--- src/rtl/xhrf_pkg.sv ---
// Package for the chained 64-bit row/field hash core.
// Holds the xxHash primes, the field classes, the queue entry type and a rotate helper.
// Used by every module under rtl except xhrf_mul.
package xhrf_pkg;

	localparam int SLEN_W = 32;  // string length counter width, wraps

	localparam logic [63:0] P1 = 64'h9E37_79B1_85EB_CA87;
	localparam logic [63:0] P2 = 64'hC2B2_AE3D_27D4_EB4F;
	localparam logic [63:0] P3 = 64'h1656_67B1_9E37_79F9;
	localparam logic [63:0] P4 = 64'h85EB_CA77_C2B2_AE63;
	localparam logic [63:0] P5 = 64'h27D4_EB2F_1656_67C5;

	localparam logic [63:0] SEED_RESET = 64'd42;

	localparam logic [2:0] OP_INT32   = 3'd1;
	localparam logic [2:0] OP_INT64   = 3'd2;
	localparam logic [2:0] OP_FLOAT32 = 3'd3;
	localparam logic [2:0] OP_FLOAT64 = 3'd4;
	localparam logic [2:0] OP_CHUNK   = 3'd5;

	typedef enum logic [1:0] {
		K_NULL  = 2'd0,
		K_HALF  = 2'd1,
		K_WORD  = 2'd2,
		K_CHUNK = 2'd3
	} kind_t;

	typedef struct packed {
		kind_t       kind;
		logic [63:0] value;
		logic [3:0]  nbytes;   // clamped byte count, 8 for non-last chunks
		logic        clast;
		logic        rfirst;
		logic        rlast;
	} qentry_t;

	function automatic logic [63:0] rotl(input logic [63:0] x, input int r);
		return (x << r) | (x >> (64 - r));
	endfunction

endpackage

--- src/rtl/xhrf_top_dummy_unused.sv ---
// Row seed register for the hash core: loads on a configuration write, resets to 42.
// Depends on xhrf_pkg.
module xhrf_seed import xhrf_pkg::*; (
	input  logic        clk,
	input  logic        arst_n,
	input  logic        we,
	input  logic [63:0] wdata,
	output logic [63:0] seed
);

	logic [63:0] seed_q;

	always_ff @(posedge clk or negedge arst_n) begin
		if (!arst_n) begin
			seed_q <= SEED_RESET;
		end else if (we) begin
			seed_q <= wdata;
		end
	end

	assign seed = seed_q;

endmodule

--- config.mk ---
export PLATFORM = sky130hd
export DESIGN_NAME = xhrf_seed
export DESIGN_NICKNAME = d
export VERILOG_FILES = /design/src/rtl/xhrf_pkg.sv /design/src/rtl/xhrf_top_dummy_unused.sv
export SDC_FILE = /design/constraint.sdc
export NUM_CORES = 1
export LEC_CHECK = 0
export BUFFER_PORTS_ARGS = -buffer_cell sky130_fd_sc_hd__buf_2
export CORE_ASPECT_RATIO = 0.6
export CORE_UTILIZATION = 41
export CTS_CLUSTER_DIAMETER = 100
export DETAILED_ROUTE_END_ITERATION = 7
export GPL_ROUTABILITY_DRIVEN = 0
export PLACE_DENSITY = 0.75
export SLEW_MARGIN = 10
export SYNTH_ARGS = -nofsm -noshare
export SYNTH_HDL_FRONTEND = slang
export SYNTH_SLANG_ARGS = --single-unit
--- constraint.sdc ---
create_clock -name clk -period 0.8 [get_ports clk]
set_input_delay 0.16 -clock clk [delete_from_list [all_inputs] [get_ports clk]]
set_output_delay 0.16 -clock clk [all_outputs]
set_load 0.03 [all_outputs]
==> results.py <==
metrics = {
    "power": {
        "power.leakage_nw": 2.08,
        "ir_drop_uv": 992,
        "p_per_area_nw_per_um2": 2130,
        "power_mw": 9.04,
    },
    "floorplan": {
        "dieWidth_um": 106,
        "rows": 22,
        "pin_count": 131,
        "core_area_um2": 6220,
        "dieArea_um2": 6880,
        "initial_core_util_pct": 43.1,
        "fp.dieH_um": 64.7,
    },
    "placed_design": {
        "hpwlAfterDp_um": 3900,
        "io_buffers": 130,
        "dp_slack_ps": -178,
        "place_area_um2": 3500,
    },
    "hold_path": {
        "hold_path_startpoint": "wdata[13]",
        "min_path_type": "input pin to flip-flop",
    },
    "cts": {
        "cts_made_buffers": 9,
        "clockRootBuffer": "clkbuf_8",
        "cts-htree-levels": 3,
        "clk_latency_ps": 320,
        "cts_tree": "built",
        "clockBufferDepth": 2,
        "clock_sinks": 64,
        "clk_pin_slew_worst_paths_ps": 70,
    },
    "yosys": {
        "syn_area_um2": 2680,
        "yosysWarnings": 0,
        "synth_top_area_cell": "dfrtp_1",
        "synthDominantCellAreaShare_pct": 56.9,
        "synth_ff_type": "dfrtp_1",
        "synth_edf_count": 0,
        "synthTopCellsByArea": "dfrtp_1, mux2_4, buf_12",
        "synthArstFlopShare_pct": 100,
        "ys_ff_latch": 64,
        "synth_common_cells": "dfrtp_1, mux2_4, buf_12, mux2_2, dfstp_2",
        "postSynthCellCount": 135,
        "ys_types": 6,
        "ys_seq_area_share_pct": 59.8,
        "syn_nets": 202,
        "yosysMostFrequentCell": "dfrtp_1",
        "syn_area_per_cell_um2": 19.9,
    },
    "timing": {
        "fmax_mhz": 863,
        "finalWorstSetupSlack_ps": -358,
        "grt_setup_unrepaired": "yes",
        "fin_crit_sh_pct": 145,
        "tightest_slew_ps": 270,
        "finalSetupViolations": 82,
        "finClkSkew_ps": 0,
        "slew_viol_final": 0,
        "timing_hold_violations_final": 0,
        "setup_tns_ps": -16650,
        "layout_min_cycle_time_ps": 1160,
        "slew_headroom_pct": 82.0,
    },
    "finish": {
        "fin_nets": 357,
        "area_delta_synth_final_pct": 58.4,
        "stdcell_area_um2": 4250,
        "antenna_cells": 0,
        "drive_gt1_share_pct": 99.0,
        "largest_register_ffs": 64,
    },
    "run_status": {
        "status": "finished, violations left",
        "failed_checks": "negative setup slack",
    },
    "detailed_routing": {
        "drt_iter0_markers": 44,
        "ant_nets": 0,
        "vias": 1692,
        "viasPerCell": 4.48,
        "drtPass1Iterations": 4,
        "routedWlPerCell_um": 16.1,
        "routed_wirelength_um": 6070,
        "drc_errors": 0,
    },
    "grt": {
        "grt_use_total_pct": 18.8,
        "use_met1_pct": 24.1,
        "grt_max_degree": 30,
        "grt_use_met2_pct": 29.1,
        "grt-ovfl-total": 0,
        "top_usage_layer": "met2",
        "grt_use_met3_pct": 7.65,
        "grt_pass1_vias": 1857,
        "grt_pass1_wl_um": 9580,
        "antenna_found_initial": 0,
    },
    "critical_path": {
        "crit_fanout": 2,
        "critPathTopFamily": "flip-flops",
        "critPathCaptureType": "output port",
        "cp.required_ps": 640,
        "r2r-start": "seed[19]",
        "crit_start": "seed[5]",
        "worstPathArrival_ps": 1000,
        "path_cells": "buf_6",
        "start_kind": "flip-flop",
        "crit_type": "flip-flop to output port",
        "slowest_delay_ps": 550,
        "cp_num_buf_inv": 1,
        "crit_slowest_cell": "dfstp_2",
    },
    "flow_run": {
        "max_cap_violations": 0,
    },
}
worst register-to-register path: stages (launching register included):
cell     delay [ps]
dfrtp_2         430
buf_6           120
mux2_4          260
final timing paths:
kind / depth (start not counted) / slack (ps) / end
max: 1 / -360 / seed[5]
min: 2 / 70 / seed[13]
max reg2reg: 2 / -120 / seed[19]
min reg2reg: 1 / 530 / seed[63]
max in group asynchronous: 3 / 100 / seed[51]
min in group asynchronous: 2 / 240 / seed[21]
power breakdown:
group          internal [mW]  switching (mW)  total [mW]
clock network           1.51            1.14        2.64
registers               3.63           0.273        3.91
logic                   1.36            1.13        2.49
area by class of cell:
class,count,area (um2)
clock inverters,3,42.5
well taps,84,105
clock buffers,12,145
fillers,423,1970
flip-flops and latches,64,1680
repair buffers,151,1330
multi-input cells,64,950
kinds of logic (layout without fill, tap and decap cells):
family	after synthesis	count (layout)	synth area share [%]
buffers and inverters	7	166	4.90
DFF	64	64	59.8
muxes	64	64	35.3
layout by cell type, fill, tap and decap left out, drive strengths merged:
cell	n
buf	150
dlygate4sd3	1
dfstp	3
clkinvlp	1
clkbuf	12
bufinv	1
mux2	64
clkinv	1
dfrtp	61
metrics by stage:
stage	cells	utilization, %	hold slack, ps
2_1_floorplan	135	-	-136
3_3_place_gp	349	56.3	49.4
3_5_place_dp	349	56.3	48.6
4_1_cts	377	67.7	42.2
5_1_grt	378	68.3	35.4
6_report	378	68.3	65.1
metal layers:
layer | vias up | share of wire (%)
li1 | 779 | -
met1 | 824 | 46
met2 | 87 | 46
met3 | 2 | 7.9
met4 | 0 | 0.46
met5 | - | 0
what timing repair did:
action / CTS / global route
hold buffers: 1 / 0
gates cloned: 0 / 0
buffers inserted: 12 / 4
resized for setup: 133 / 11
endpoints found under the hold margin: 64 / 0
pin swaps: 0 / 0
endpoints found under the setup margin: 65 / 115
(Power assumes the default switching activity.)
