## src/rtl/xhrf_pkg.sv

```systemverilog
// Package for the chained 64-bit row/field hash core.
// Holds the xxHash primes, the field classes, the queue entry type and a rotate helper.
// Used by every module under rtl except xhrf_mul.
package xhrf_pkg;

	localparam int SLEN_W = 32;  // string length counter width, wraps

	localparam logic [63:0] P1 = 64'h9E37_79B1_85EB_CA87;
	localparam logic [63:0] P2 = 64'hC2B2_AE3D_27D4_EB4F;
	localparam logic [63:0] P3 = 64'h1656_67B1_9E37_79F9;
	localparam logic [63:0] P4 = 64'h85EB_CA77_C2B2_AE63;
	localparam logic [63:0] P5 = 64'h27D4_EB2F_1656_67C5;

	localparam logic [63:0] SEED_RESET = 64'd42;

	localparam logic [2:0] OP_INT32   = 3'd1;
	localparam logic [2:0] OP_INT64   = 3'd2;
	localparam logic [2:0] OP_FLOAT32 = 3'd3;
	localparam logic [2:0] OP_FLOAT64 = 3'd4;
	localparam logic [2:0] OP_CHUNK   = 3'd5;

	typedef enum logic [1:0] {
		K_NULL  = 2'd0,
		K_HALF  = 2'd1,
		K_WORD  = 2'd2,
		K_CHUNK = 2'd3
	} kind_t;

	typedef struct packed {
		kind_t       kind;
		logic [63:0] value;
		logic [3:0]  nbytes;   // clamped byte count, 8 for non-last chunks
		logic        clast;
		logic        rfirst;
		logic        rlast;
	} qentry_t;

	function automatic logic [63:0] rotl(input logic [63:0] x, input int r);
		return (x << r) | (x >> (64 - r));
	endfunction

endpackage

```

## src/rtl/xhrf_queue.sv

```systemverilog
// Two-entry queue of classified items between the front end and the hash engine.
// Depends on xhrf_pkg for qentry_t.
module xhrf_queue import xhrf_pkg::*; (
	input  logic    clk,
	input  logic    arst_n,
	input  logic    push,
	input  qentry_t push_data,
	output logic    full,
	input  logic    pop,
	output logic    nonempty,
	output qentry_t pop_data
);

	qentry_t    mem_q [2];
	logic       wp_q;
	logic       rp_q;
	logic [1:0] cnt_q;

	assign full     = cnt_q == 2'd2;
	assign nonempty = cnt_q != 2'd0;
	assign pop_data = mem_q[rp_q];

	always_ff @(posedge clk or negedge arst_n) begin
		if (!arst_n) begin
			wp_q  <= 1'b0;
			rp_q  <= 1'b0;
			cnt_q <= 2'd0;
		end else begin
			if (push) begin
				mem_q[wp_q] <= push_data;
				wp_q        <= !wp_q;
			end
			if (pop) rp_q <= !rp_q;
			cnt_q <= cnt_q + {1'b0, push} - {1'b0, pop};
		end
	end

endmodule

```

## config.mk

```make
export PLATFORM = sky130hd
export DESIGN_NAME = xhrf_queue
export DESIGN_NICKNAME = d
export VERILOG_FILES = /design/src/rtl/xhrf_pkg.sv /design/src/rtl/xhrf_queue.sv
export SDC_FILE = /design/constraint.sdc
export NUM_CORES = 1
export LEC_CHECK = 0
export CAP_MARGIN = 25
export CORE_MARGIN = 10
export CORE_UTILIZATION = 40
export CTS_BUF_LIST = sky130_fd_sc_hd__clkbuf_8 sky130_fd_sc_hd__clkbuf_16
export DETAILED_ROUTE_END_ITERATION = 16
export DONT_BUFFER_PORTS = 1
export GPL_TIMING_DRIVEN = 0
export PLACE_DENSITY = 0.52
export SLEW_MARGIN = 30
export SYNTH_ARGS = -nofsm -noshare
export SYNTH_HDL_FRONTEND = slang
export SYNTH_SLANG_ARGS = --single-unit
export TNS_END_PERCENT = 20
```

## constraint.sdc

```tcl
create_clock -name clk -period 6.3 [get_ports clk]
set_input_delay 0.945 -clock clk [delete_from_list [all_inputs] [get_ports clk]]
set_output_delay 0.945 -clock clk [all_outputs]
set_load 0.03 [all_outputs]
```

==> summary.txt <==
Status
  • Status: finished, final reports clean

Route
  • Via count: 2,186
  • Wirelength per Cell: 22.3 um
  • Antenna viol nets, final: 0
  • DRC errors left: 0
  • Vias/cell: 4.81
  • TritonRoute pass-1 iters: 4
  • Initial drt markers: 109
  • Total Routed Length: 10.1 mm

Finish
  • Reg area: 4480 sq um
  • Design area: 6510 sq um
  • Layout filler cell count: 1,175
  • Multi-input logic area: 1150 sq um
  • ANT cells: 0
  • Layout cells sized above 1: 0.394
  • Layout Nets: 343
  • Area grow syn2layout: 13.9%

Synthesis
  • Synth Cell Area: 5720 sq um
  • Synth cell types: 14
  • Post-synth EDFFs: 146
  • Seq/Total Area, Yosys: 0.784
  • Post-synth top area cell: edfxtp_1
  • Commonest cells post-synth: edfxtp_1 (146), mux2_4 (60), mux2_2 (13), buf_6 (7), dfrtp_1 (4)
  • Syn Area/Cell: 23.6 sq um
  • Most common cell in the netlist: edfxtp_1
  • Primary FF master, synth: edfxtp_1
  • Yosys top cell area share: 0.767
  • Post-synthesis register bit count: 150
  • Synth warn: 0
  • Post-synth net total: 321
  • Post-synthesis cell count: 242
  • Top cells by area, synth: edfxtp_1 (77%), mux2_4 (16%), mux2_2 (2.6%)
  • Ys async rst share: 0.0267

STA
  • Slew margin rel.: 0.596
  • RSZ-0062 raised after global routing: no
  • Crit share post-route: 0.390
  • Worst Max-Slew Pin Slew: 605 ps
  • Fin crit period: 2460 ps
  • Slew Limit Fails: 0
  • Setup ws final: 3840 ps
  • Hold Fails Final Rpt: 0
  • Setup Viol. Count Final: 0
  • Setup_tns: 0 ps
  • Worst clock skew: 4.19 ps
  • Max frequency: 0.407 GHz

Global routing
  • Met3 usage: 0.0823
  • Overall routing resource usage: 0.103
  • GRT overflow: 0
  • Busiest layer in global routing: met2
  • GR Layer Usage met1: 0.0988
  • Initial antenna violation count: 0
  • Largest net degree at the start of global routing: 40
  • First-pass GRT wire length: 14.8 mm
  • Vias in the first global route: 2,330
  • Met2 Use GR: 0.158

Placed design
  • Final HPWL DP: 7.15 mm
  • Setup WS pre-CTS: 4120 ps
  • RePlAce Congestion: 0.649
  • Buffers on Ports: 0
  • Dpl cell area: 6010 sq um

Clocking
  • Post-CTS sizing: 0
  • Cts bufs inserted: 17
  • Root Buffer: clkbuf_16
  • Later-pin clock latency in the skew report: 400 ps
  • H-tree lvl count: 4
  • Post-CTS Hold Buffers: 0
  • Clock Path Buffers: 2
  • Number of clock sinks: 150
  • Worst-path clk slew: 50 ps
  • CTS tree: done
  • Setup repair bufs after CTS: 0

Floorplanning
  • Vert. Die Dim: 140 um
  • I/O pin total: 152
  • Initial Util: 0.410
  • Die X: 140 um
  • Die area: 19,500 sq um
  • FP Rows: 43
  • Core Area: 13,900 sq um

Setup path
  • Critical-path cell list: buf_6 -> buf_6 -> mux2_4
  • Startpoint Class: register
  • Biggest cell delay along the critical path: 380 ps
  • Crit path max fanout: 10
  • Most used cell, CP: buf_6
  • Worst EP arrival: 1510 ps
  • WS Path Type: register to primary output
  • Slowest CP cell: mux2_4
  • Critical path data required time: 5350 ps
  • CP endpoint kind: primary output

Power and ir drop
  • Internal: 2.12 mW
  • Leakage: 2.32 nW
  • VDD IR-drop max: 0.000225 V
  • Flop pwr share: 0.401
  • Clk pwr share: 0.276
  • Switching fraction of total power: 0.322
  • Switching Power: 1.01 mW
  • Comb pwr share: 0.322
  • Pwr Density: 480 nW/um^2

Run
  • Max_cap viols: 0

Hold path
  • Hold WC Path Type: input pin to asynchronous set/reset pin
[cells by family (layout without fill, tap and decap cells)]
kind of cell,after synthesis,after routing,share of synthesized area
xor gates and xnor gates,3,3,0.00722
adders and majority gates,2,2,0.00438
buffers and inverters,10,42,0.0160
muxes,73,73,0.183
and+or+nand+nor,4,4,0.00482
DFF,150,150,0.784
[area by class of cell]
type / instances / area share
clock buffer: 17 / 0.0653
sequential: 150 / 0.689
tap: 180 / 0.0346
clock inverter: 12 / 0.0115
buffer: 8 / 0.0129
multi-input combinational: 82 / 0.177
inverter: 2 / 0.00115
timing repair buffer: 3 / 0.00922
[registers in the layout (all words and copies together), names as in the netlist]
register,count
mem_q,146
cnt_q,2
wp_q,1
rp_q,1
[cells in the final DEF, fill, tap and decap left out, types with 2 or more instances in the layout]
master	instances
buf_12	3
buf_6	7
clkbuf_16	17
clkinv_1	5
clkinv_2	3
dfrtp_1	4
edfxtp_1	146
ha_1	2
inv_1	5
mux2_2	13
mux2_4	60
xor2_1	2
[worst paths after layout]
| kind | from | end | slack [ps] | cells past startpoint |
|---|---|---|---|---|
| max in group asynchronous | arst_n | rp_q$_DFFE_PN0P_ | 6000 | 0 |
| hold / removal | arst_n | cnt_q[1]$_DFF_PN0_ | 230 | 0 |
| setup / recovery | rp_q$_DFFE_PN0P_ | pop_data[34] | 3840 | 3 |
| hold reg to reg | wp_q$_DFFE_PN0P_ | wp_q$_DFFE_PN0P_ | 490 | 1 |
| setup reg to reg | wp_q$_DFFE_PN0P_ | mem_q[0][17]$_DFFE_PP_ | 4640 | 3 |
| min in group clk | wp_q$_DFFE_PN0P_ | wp_q$_DFFE_PN0P_ | 490 | 1 |
[per-layer routing]
metal | routed length, um | part of all wire | vias up
met3 | 1560 | 0.15 | 12
li1 | - | - | 999
met4 | 166 | 0.016 | 0
met5 | 0 | 0 | -
met1 | 3520 | 0.35 | 1074
met2 | 4900 | 0.48 | 101
[worst max-delay path, delay by kind of cell (launching register included)]
family | cells | cell delay (ps)
buffers and inverters | 2 | 380
DFF | 1 | 350
muxes | 1 | 380
[per-stage QoR]
stage / hold WS, ps / utilization / power [mW] / cells
finish: 231 / 0.467 / 3.13 / 454
global route: 199 / 0.467 / 3.26 / 454
CTS: 201 / 0.467 / 3.18 / 454
detailed placement: 490 / 0.431 / 2.31 / 425
global placement: 462 / 0.426 / 2.31 / 422
floorplan: 448 / - / 2.17 / 242
[power groups by stage]
stage / registers (mW) / clock network, mW / logic (mW)
final: 1.25 / 0.864 / 1.01
after global routing: 1.27 / 0.932 / 1.07
after CTS: 1.26 / 0.889 / 1.04
after detailed placement: 1.28 / 0 / 1.04
after global placement: 1.29 / 0 / 1.02
after floorplan: 1.28 / 0 / 0.892
Note: power is estimated with default switching activity, not from simulation.
