$ cat src/rtl/xhrf_pkg.sv
// Package for the chained 64-bit row/field hash core.
// Holds the xxHash primes, the field classes, the queue entry type and a rotate helper.
// Used by every module under rtl except xhrf_mul.
package xhrf_pkg;

	localparam int SLEN_W = 32;  // string length counter width, wraps

	localparam logic [63:0] P1 = 64'h9E37_79B1_85EB_CA87;
	localparam logic [63:0] P2 = 64'hC2B2_AE3D_27D4_EB4F;
	localparam logic [63:0] P3 = 64'h1656_67B1_9E37_79F9;
	localparam logic [63:0] P4 = 64'h85EB_CA77_C2B2_AE63;
	localparam logic [63:0] P5 = 64'h27D4_EB2F_1656_67C5;

	localparam logic [63:0] SEED_RESET = 64'd42;

	localparam logic [2:0] OP_INT32   = 3'd1;
	localparam logic [2:0] OP_INT64   = 3'd2;
	localparam logic [2:0] OP_FLOAT32 = 3'd3;
	localparam logic [2:0] OP_FLOAT64 = 3'd4;
	localparam logic [2:0] OP_CHUNK   = 3'd5;

	typedef enum logic [1:0] {
		K_NULL  = 2'd0,
		K_HALF  = 2'd1,
		K_WORD  = 2'd2,
		K_CHUNK = 2'd3
	} kind_t;

	typedef struct packed {
		kind_t       kind;
		logic [63:0] value;
		logic [3:0]  nbytes;   // clamped byte count, 8 for non-last chunks
		logic        clast;
		logic        rfirst;
		logic        rlast;
	} qentry_t;

	function automatic logic [63:0] rotl(input logic [63:0] x, input int r);
		return (x << r) | (x >> (64 - r));
	endfunction

endpackage

$ cat src/rtl/xhrf_front.sv
// Front end: accepts field items, tracks row start, classifies and normalizes them.
// Pushes one qentry_t per accepted item into the queue. Depends on xhrf_pkg.
module xhrf_front import xhrf_pkg::*; (
	input  logic        clk,
	input  logic        arst_n,
	input  logic [2:0]  opcode,
	input  logic [63:0] value,
	input  logic [3:0]  byte_count,
	input  logic        chunk_last,
	input  logic        row_last,
	input  logic        accept,
	output qentry_t     entry
);

	logic row_open_q;

	always_ff @(posedge clk or negedge arst_n) begin
		if (!arst_n) begin
			row_open_q <= 1'b0;
		end else if (accept) begin
			row_open_q <= !row_last;
		end
	end

	always_comb begin
		entry.kind   = K_NULL;
		entry.value  = value;
		entry.nbytes = 4'd8;
		entry.clast  = chunk_last;
		entry.rfirst = !row_open_q;
		entry.rlast  = row_last;
		unique case (opcode)
			OP_INT32: entry.kind = K_HALF;
			OP_INT64: entry.kind = K_WORD;
			OP_FLOAT32: begin
				entry.kind = K_HALF;
				// negative zero hashes like zero
				if (value[30:0] == 31'd0) entry.value = 64'd0;
			end
			OP_FLOAT64: begin
				entry.kind = K_WORD;
				if (value[62:0] == 63'd0) entry.value = 64'd0;
			end
			OP_CHUNK: begin
				entry.kind = K_CHUNK;
				if (chunk_last && byte_count < 4'd8) entry.nbytes = byte_count;
			end
			default: entry.kind = K_NULL;
		endcase
	end

endmodule

$ cat config.mk
export PLATFORM = sky130hd
export DESIGN_NAME = xhrf_front
export DESIGN_NICKNAME = d
export VERILOG_FILES = /design/src/rtl/xhrf_pkg.sv /design/src/rtl/xhrf_front.sv
export SDC_FILE = /design/constraint.sdc
export NUM_CORES = 1
export LEC_CHECK = 0
export ABC_CLOCK_PERIOD_IN_PS = 1400
export BUFFER_PORTS_ARGS = -buffer_cell sky130_fd_sc_hd__buf_2
export CAP_MARGIN = 20
export CORE_UTILIZATION = 22
export DETAILED_ROUTE_END_ITERATION = 16
export HOLD_SLACK_MARGIN = 0.02
export PLACE_DENSITY = 0.84
export RECOVER_POWER = 25
export SYNTH_ARGS = -nofsm -noshare
export SYNTH_HDL_FRONTEND = slang
export SYNTH_SLANG_ARGS = --single-unit
$ cat constraint.sdc
create_clock -name clk -period 1.4 [get_ports clk]
set_input_delay 0.28 -clock clk [delete_from_list [all_inputs] [get_ports clk]]
set_output_delay 0.28 -clock clk [all_outputs]
set_load 0.05 [all_outputs]
==> impl_metrics.csv, run 1 <==
group,metric,value,unit
status,outcome,"finished, violations left",
status,violations,"negative setup slack",
sta,setup_viol,33,
synth,ys_seq_area_frac,0.0350,
floorplanning,num_rows,20,
synth,netlist_area,716,sq um
worst_setup_path,crit_path_max_incr_delay,0.25,ns
synth,synth_top_cell_by_area,"a21boi_1",
worst_setup_path,end_kind,"output port",
detailed_routing,vias,1361,
finish,fin_area,2360,sq um
worst_setup_path,crit_arrival,1.55,ns
finish,antenna_cells,0,
detailed_routing,drcViolationCount,0,
global_routing,first_global_vias,1310,
power,p_switching,588,uW
detailed_routing,first_pass_iters,4,
synth,synth-edff-count,0,
sta,max_freq,548,MHz
synth,yosys_warnings,0,
power,power_leakage,0.00118,uW
job,maxCapViolCount,0,
synth,postSynthNetCount,186,
sta,fin_worst_skew,0,ns
sta,layout_setup_ws,-0.426,ns
floorplanning,core_area,3080,sq um
worst_hold_path,min_path_type,"input port to async pin",
worst_setup_path,cp_max_fo,5,
placed_design,gp_congestion,0.842,
placed_design,dp_cells,287,
finish,register_area,25.0,sq um
synth,yosysUniqueCellTypes,25,
sta,period_share,1.30,
placed_design,place_ws,-0.493,ns
finish,drive_above_1_share,0.883,
clocking,clkLatencyLatePin,0,ns
synth,ys.flop_type,"dfrtp_1",
power,combPwrFrac,0.966,
finish,layoutNonFillerInstCount,292,
floorplanning,io_pins,149,
sta,worstMarginPinSlew,0.594,ns
sta,hold_viol_final,0,
global_routing,grt_max_degree,20,
power,p_seq_frac,0.034,
synth,synth.area.top_cells,"a21boi_1, clkbuf_1, nor4_1",
finish,area_growth,230,%
placed_design,hpwlAfterDp,3200,microns
synth,synth.avg_cell_area,6.51,sq um
worst_setup_path,crit_required,1.12,ns
finish,reg_top3,"row_open_q x1",
worst_setup_path,cp_cell_sequence,"buf_6 > nor4_4 > nand4_1 > nor2_4 > buf_6 > clkbuf_16 > a21boi_4 > buf_6",
clocking,postCtsHoldBufs,0,
finish,finalNetCount,326,
clocking,path_clk_slew,0,ns
floorplanning,fp.dieH,59.0,microns
power,pwr-share-clk,0,
synth,ys_ff_latch,1,
global_routing,grt_pass1_wl,5900,microns
worst_setup_path,cp_common_cell,"buf_6",
worst_setup_path,crit_path_start_kind,"input port",
floorplanning,die_w,59.0,microns
worst_setup_path,crit_slowest_cell,"nor4_4",
finish,largest-register,"row_open_q",
sta,min_period,1.83,ns
synth,yosysTopAreaCellShare,0.273,
placed_design,post_dp_cell_area,1870,sq um
detailed_routing,post_drt_wl_per_cell,15.0,microns
sta,rsz0062_at_grt,"true",
power,vdd_drop_max,0.494,mV
global_routing,gr-total-overflow,0,
synth,yosysMostFrequentCell,"clkbuf_1",
global_routing,grt_use_total,0.220,
sta,holdWs,0.0567,ns
global_routing,antenna_found_initial,0,
detailed_routing,wl,4390,microns
placed_design,portBuffers,148,
floorplanning,start_util,0.233,
worst_setup_path,crit_type,"input port to output port",
detailed_routing,antenna_left,0,
power,switching_share,0.596,
finish,multiInputGateArea,877,sq um
power,p_int,399,uW
finish,largest_register_ff_count,1,
finish,fill_cells,229,
power,power_density,418,nW/um^2
floorplanning,die-area,3490,sq um
sta,final_max_slew_viol_count,0,
synth,synth_common_cells,"clkbuf_1, a21boi_1, nor4_1",
sta,slew_headroom,0.605,
detailed_routing,drt_iter0_markers,34,
synth,syn_inst,110,
synth,async_reset_ff_frac,1.00,
detailed_routing,via_per_inst,4.66,
[cell type report]
class                   instances  share of cell area
repair buffers                177               0.588
multi-input cells              66               0.371
well taps                      44              0.0233
flip-flops and latches          1              0.0106
inverters                       4             0.00636
[cells in the final DEF (no fill, tap or decap), drive strengths merged]
cell	Yosys	layout
a21boi	34	34
inv	4	4
nand4b	1	1
nor2b	1	1
buf	7	168
or2	1	1
nor3b	2	2
dfrtp	1	1
nor2	4	4
a41o	1	1
nor3	2	2
nand4	2	2
mux2i	1	1
and3	1	1
nor4	14	14
and4	1	1
and3b	1	1
clkbuf	31	9
[worst max-delay path: cells and delay by family]
kind,cells,cell delay (ns)
AOI/OAI and AO/OA,1,0.05
buffers and inverters,4,0.56
and+or+nand+nor,3,0.65
[per-stage QoR]
| step | TNS, ns | utilization | power (uW) |
|---|---|---|---|
| final | -12.23 | 0.767 | 988 |
| after global routing | -15.51 | 0.767 | 1020 |
| after CTS | -12.62 | 0.737 | 961 |
| after detailed placement | -16.08 | 0.608 | 857 |
| after global placement | -15.70 | 0.608 | 848 |
| after floorplan | -10.21 | - | 594 |
[metal layers]
layer  share of wire  vias to the layer above  wire length (microns)  GRT usage
met5               0                        -                      0          0
met4           0.018                        0                     78     0.0408
met3           0.049                        8                    214     0.0218
met2            0.56                       58                   2470      0.432
met1            0.37                      647                   1620      0.254
li1                -                      648                      -          -
[worst paths after layout]
check                           startpoint         end  slack, ns  cells past startpoint
worst max register to register  row_open_q  row_open_q       0.80                      2
min in group clk                    accept  row_open_q       0.48                      2
max in group asynchronous           arst_n  row_open_q       1.26                      1
worst max-delay path             value[18]   entry[47]      -0.43                      8
worst min-delay path                arst_n  row_open_q       0.06                      1
worst min register to register  row_open_q  row_open_q       0.52                      2
[cells by family after synthesis]
family,share of synthesized area
flip-flops,0.0350
AO/OA/AOI/OAI,0.392
multiplexers,0.0140
AND/OR/NAND/NOR,0.280
buffers and inverters,0.280
[power groups by stage]
stage	registers (uW)	logic [uW]	clock network [uW]
after detailed placement	33.2	824	0
after floorplan	32.8	562	0
after global routing	33.4	987	0
final	33.1	954	0
after CTS	33.2	928	0
after global placement	32.9	815	0
[timing repair]
action | CTS | global route
gates resized for setup | 92 | 25
endpoints found under the setup margin | 38 | 38
setup buffers | 4 | 0
pin swaps | 11 | 11
hold endpoints to repair | 0 | 0
gates cloned | 1 | 2
No activity file was read; power rests on OpenSTA's default activity.
==> inputs of run 2 (changes only) <==
Settings changed: ABC_CLOCK_PERIOD_IN_PS 1400 to 1800, CELL_PAD_IN_SITES_DETAIL_PLACEMENT set to 1, CELL_PAD_IN_SITES_GLOBAL_PLACEMENT set to 1, CORE_UTILIZATION 22 to 13, PLACE_DENSITY 0.84 to 0.89.
Clock period 1.4 ns to 1.8 ns, I/O delays scaled along.
==> impl_metrics.csv, run 2 (synthesized netlist as in run 1, its figures left out) <==
group,metric,value,unit
finish,fill_cells,637,
finish,final_cell_mix,"buf_2, buf_6, a21boi_2",
finish,final_common_cell,"buf_2",
detailed_routing,antenna_left,0,
finish,multiInputGateArea,738,sq um
floorplanning,die_w,76.2,microns
detailed_routing,post_drt_wl_per_cell,15.1,microns
sta,period_share,1.10,
floorplanning,io_pins,149,
power,totalPowerFinal,701,uW
detailed_routing,vias,1317,
power,vdd_drop_max,0.193,mV
status,outcome,"finished, violations left",
clocking,clkLatencyLatePin,0,ns
worst_hold_path,min_path_type,"input port to async pin",
worst_setup_path,crit_path_max_incr_delay,0.26,ns
worst_setup_path,end_kind,"output port",
worst_setup_path,critical_path.top_delay_family,"simple AND/OR/NAND/NOR gates",
worst_setup_path,crit_slowest_cell,"nor4_2",
worst_setup_path,cp_max_fo,5,
worst_setup_path,crit_path_start_kind,"input port",
global_routing,grt_max_degree,33,
worst_setup_path,crit_start,"value[14]",
detailed_routing,via_per_inst,4.29,
global_routing,grt_pass1_wl,6640,microns
worst_setup_path,cp_cell_sequence,"buf_2 > nor4_2 > nand4_1 > nor2_4 > buf_12 > clkbuf_16 > a21boi_2 > buf_6",
sta,max_freq,506,MHz
worst_setup_path,crit_buf_inv,4,
sta,fin_worst_skew,0,ns
finish,antenna_cells,0,
sta,holdWs,0.136,ns
detailed_routing,drt_iter0_markers,30,
placed_design,portBuffers,148,
sta,rsz0062_at_grt,"true",
global_routing,grt_use_total,0.136,
global_routing,gr-total-overflow,0,
finish,register_area,25.0,sq um
sta,setup_viol,33,
worst_setup_path,crit_required,1.44,ns
placed_design,hpwlAfterDp,3510,microns
finish,largest-register,"row_open_q",
finish,largest_register_ff_count,1,
sta,slew_headroom,0.606,
floorplanning,num_rows,26,
detailed_routing,wl,4630,microns
detailed_routing,first_pass_iters,4,
status,violations,"negative setup slack",
floorplanning,core_area,5200,sq um
worst_setup_path,crit_arrival,1.62,ns
finish,area_growth,189,%
floorplanning,die-area,5810,sq um
sta,min_period,1.98,ns
placed_design,gp_congestion,0.727,
worst_setup_path,crit_type,"input port to output port",
finish,reg_top3,"row_open_q x1",
floorplanning,fp.dieH,76.2,microns
placed_design,place_ws,-0.237,ns
global_routing,antenna_found_initial,0,
power,power_leakage,0.00101,uW
sta,layout_setup_ws,-0.176,ns
finish,drive_above_1_share,0.895,
power,power_density,339,nW/um^2
detailed_routing,drcViolationCount,0,
sta,final_max_slew_viol_count,0,
global_routing,first_global_vias,1351,
sta,worstMarginPinSlew,0.594,ns
sta,hold_viol_final,0,
job,maxCapViolCount,0,
finish,finalNetCount,315,
worst_setup_path,rr_startpoint,"row_open_q",
floorplanning,start_util,0.137,
clocking,path_clk_slew,0,ns
-- run 2: worst paths after layout --
path                       depth (start not counted)  slack, ns          to
max                                                8      -0.18   entry[64]
min                                                1       0.14  row_open_q
max reg2reg                                        2       1.20  row_open_q
min reg2reg                                        2       0.52  row_open_q
max in group asynchronous                          1       1.58  row_open_q
min in group clk                                   2       0.52  row_open_q
-- run 2: layer usage --
layer | GRT usage | up-vias | part of all wire
met4 | 0.0115 | 0 | 0.0035
met2 | 0.277 | 79 | 0.56
met3 | 0.0299 | 2 | 0.078
li1 | - | 629 | -
met1 | 0.145 | 607 | 0.35
met5 | 0 | - | 0
-- run 2: power by group --
part | leakage, uW | switching [uW] | internal (uW)
Sequential | 0.0000116 | 0.464 | 25.1
Combinational | 0.00100 | 440 | 235
Clock | 0 | 0 | 0
Total | 0.00101 | 441 | 260
-- run 2: final cells by class --
cell class	count	area share
sequential	1	0.0121
multi-input combinational	66	0.357
timing repair buffer	166	0.581
inverter	4	0.00727
tap	70	0.0424
-- run 2: through the flow --
| stage | util | std cells | cell area (sq um) | TNS [ns] |
|---|---|---|---|---|
| 3_5_place_dp | 0.311 | 303 | 1620 | -7.13 |
| 3_3_place_gp | 0.311 | 303 | 1620 | -10.14 |
| 2_1_floorplan | - | 110 | 847 | -0.936 |
| 5_1_grt | 0.397 | 307 | 2070 | -6.44 |
| 6_report | 0.397 | 307 | 2070 | -5.04 |
| 4_1_cts | 0.360 | 303 | 1870 | -4.23 |
-- run 2: what timing repair did --
action                     4_1_cts  5_1_grt
cloned                           0        3
resized for setup               71       23
setup endpoints to repair       33       33
pin swaps                        4       16
hold buffers                     0        0
buffers inserted                 0        1
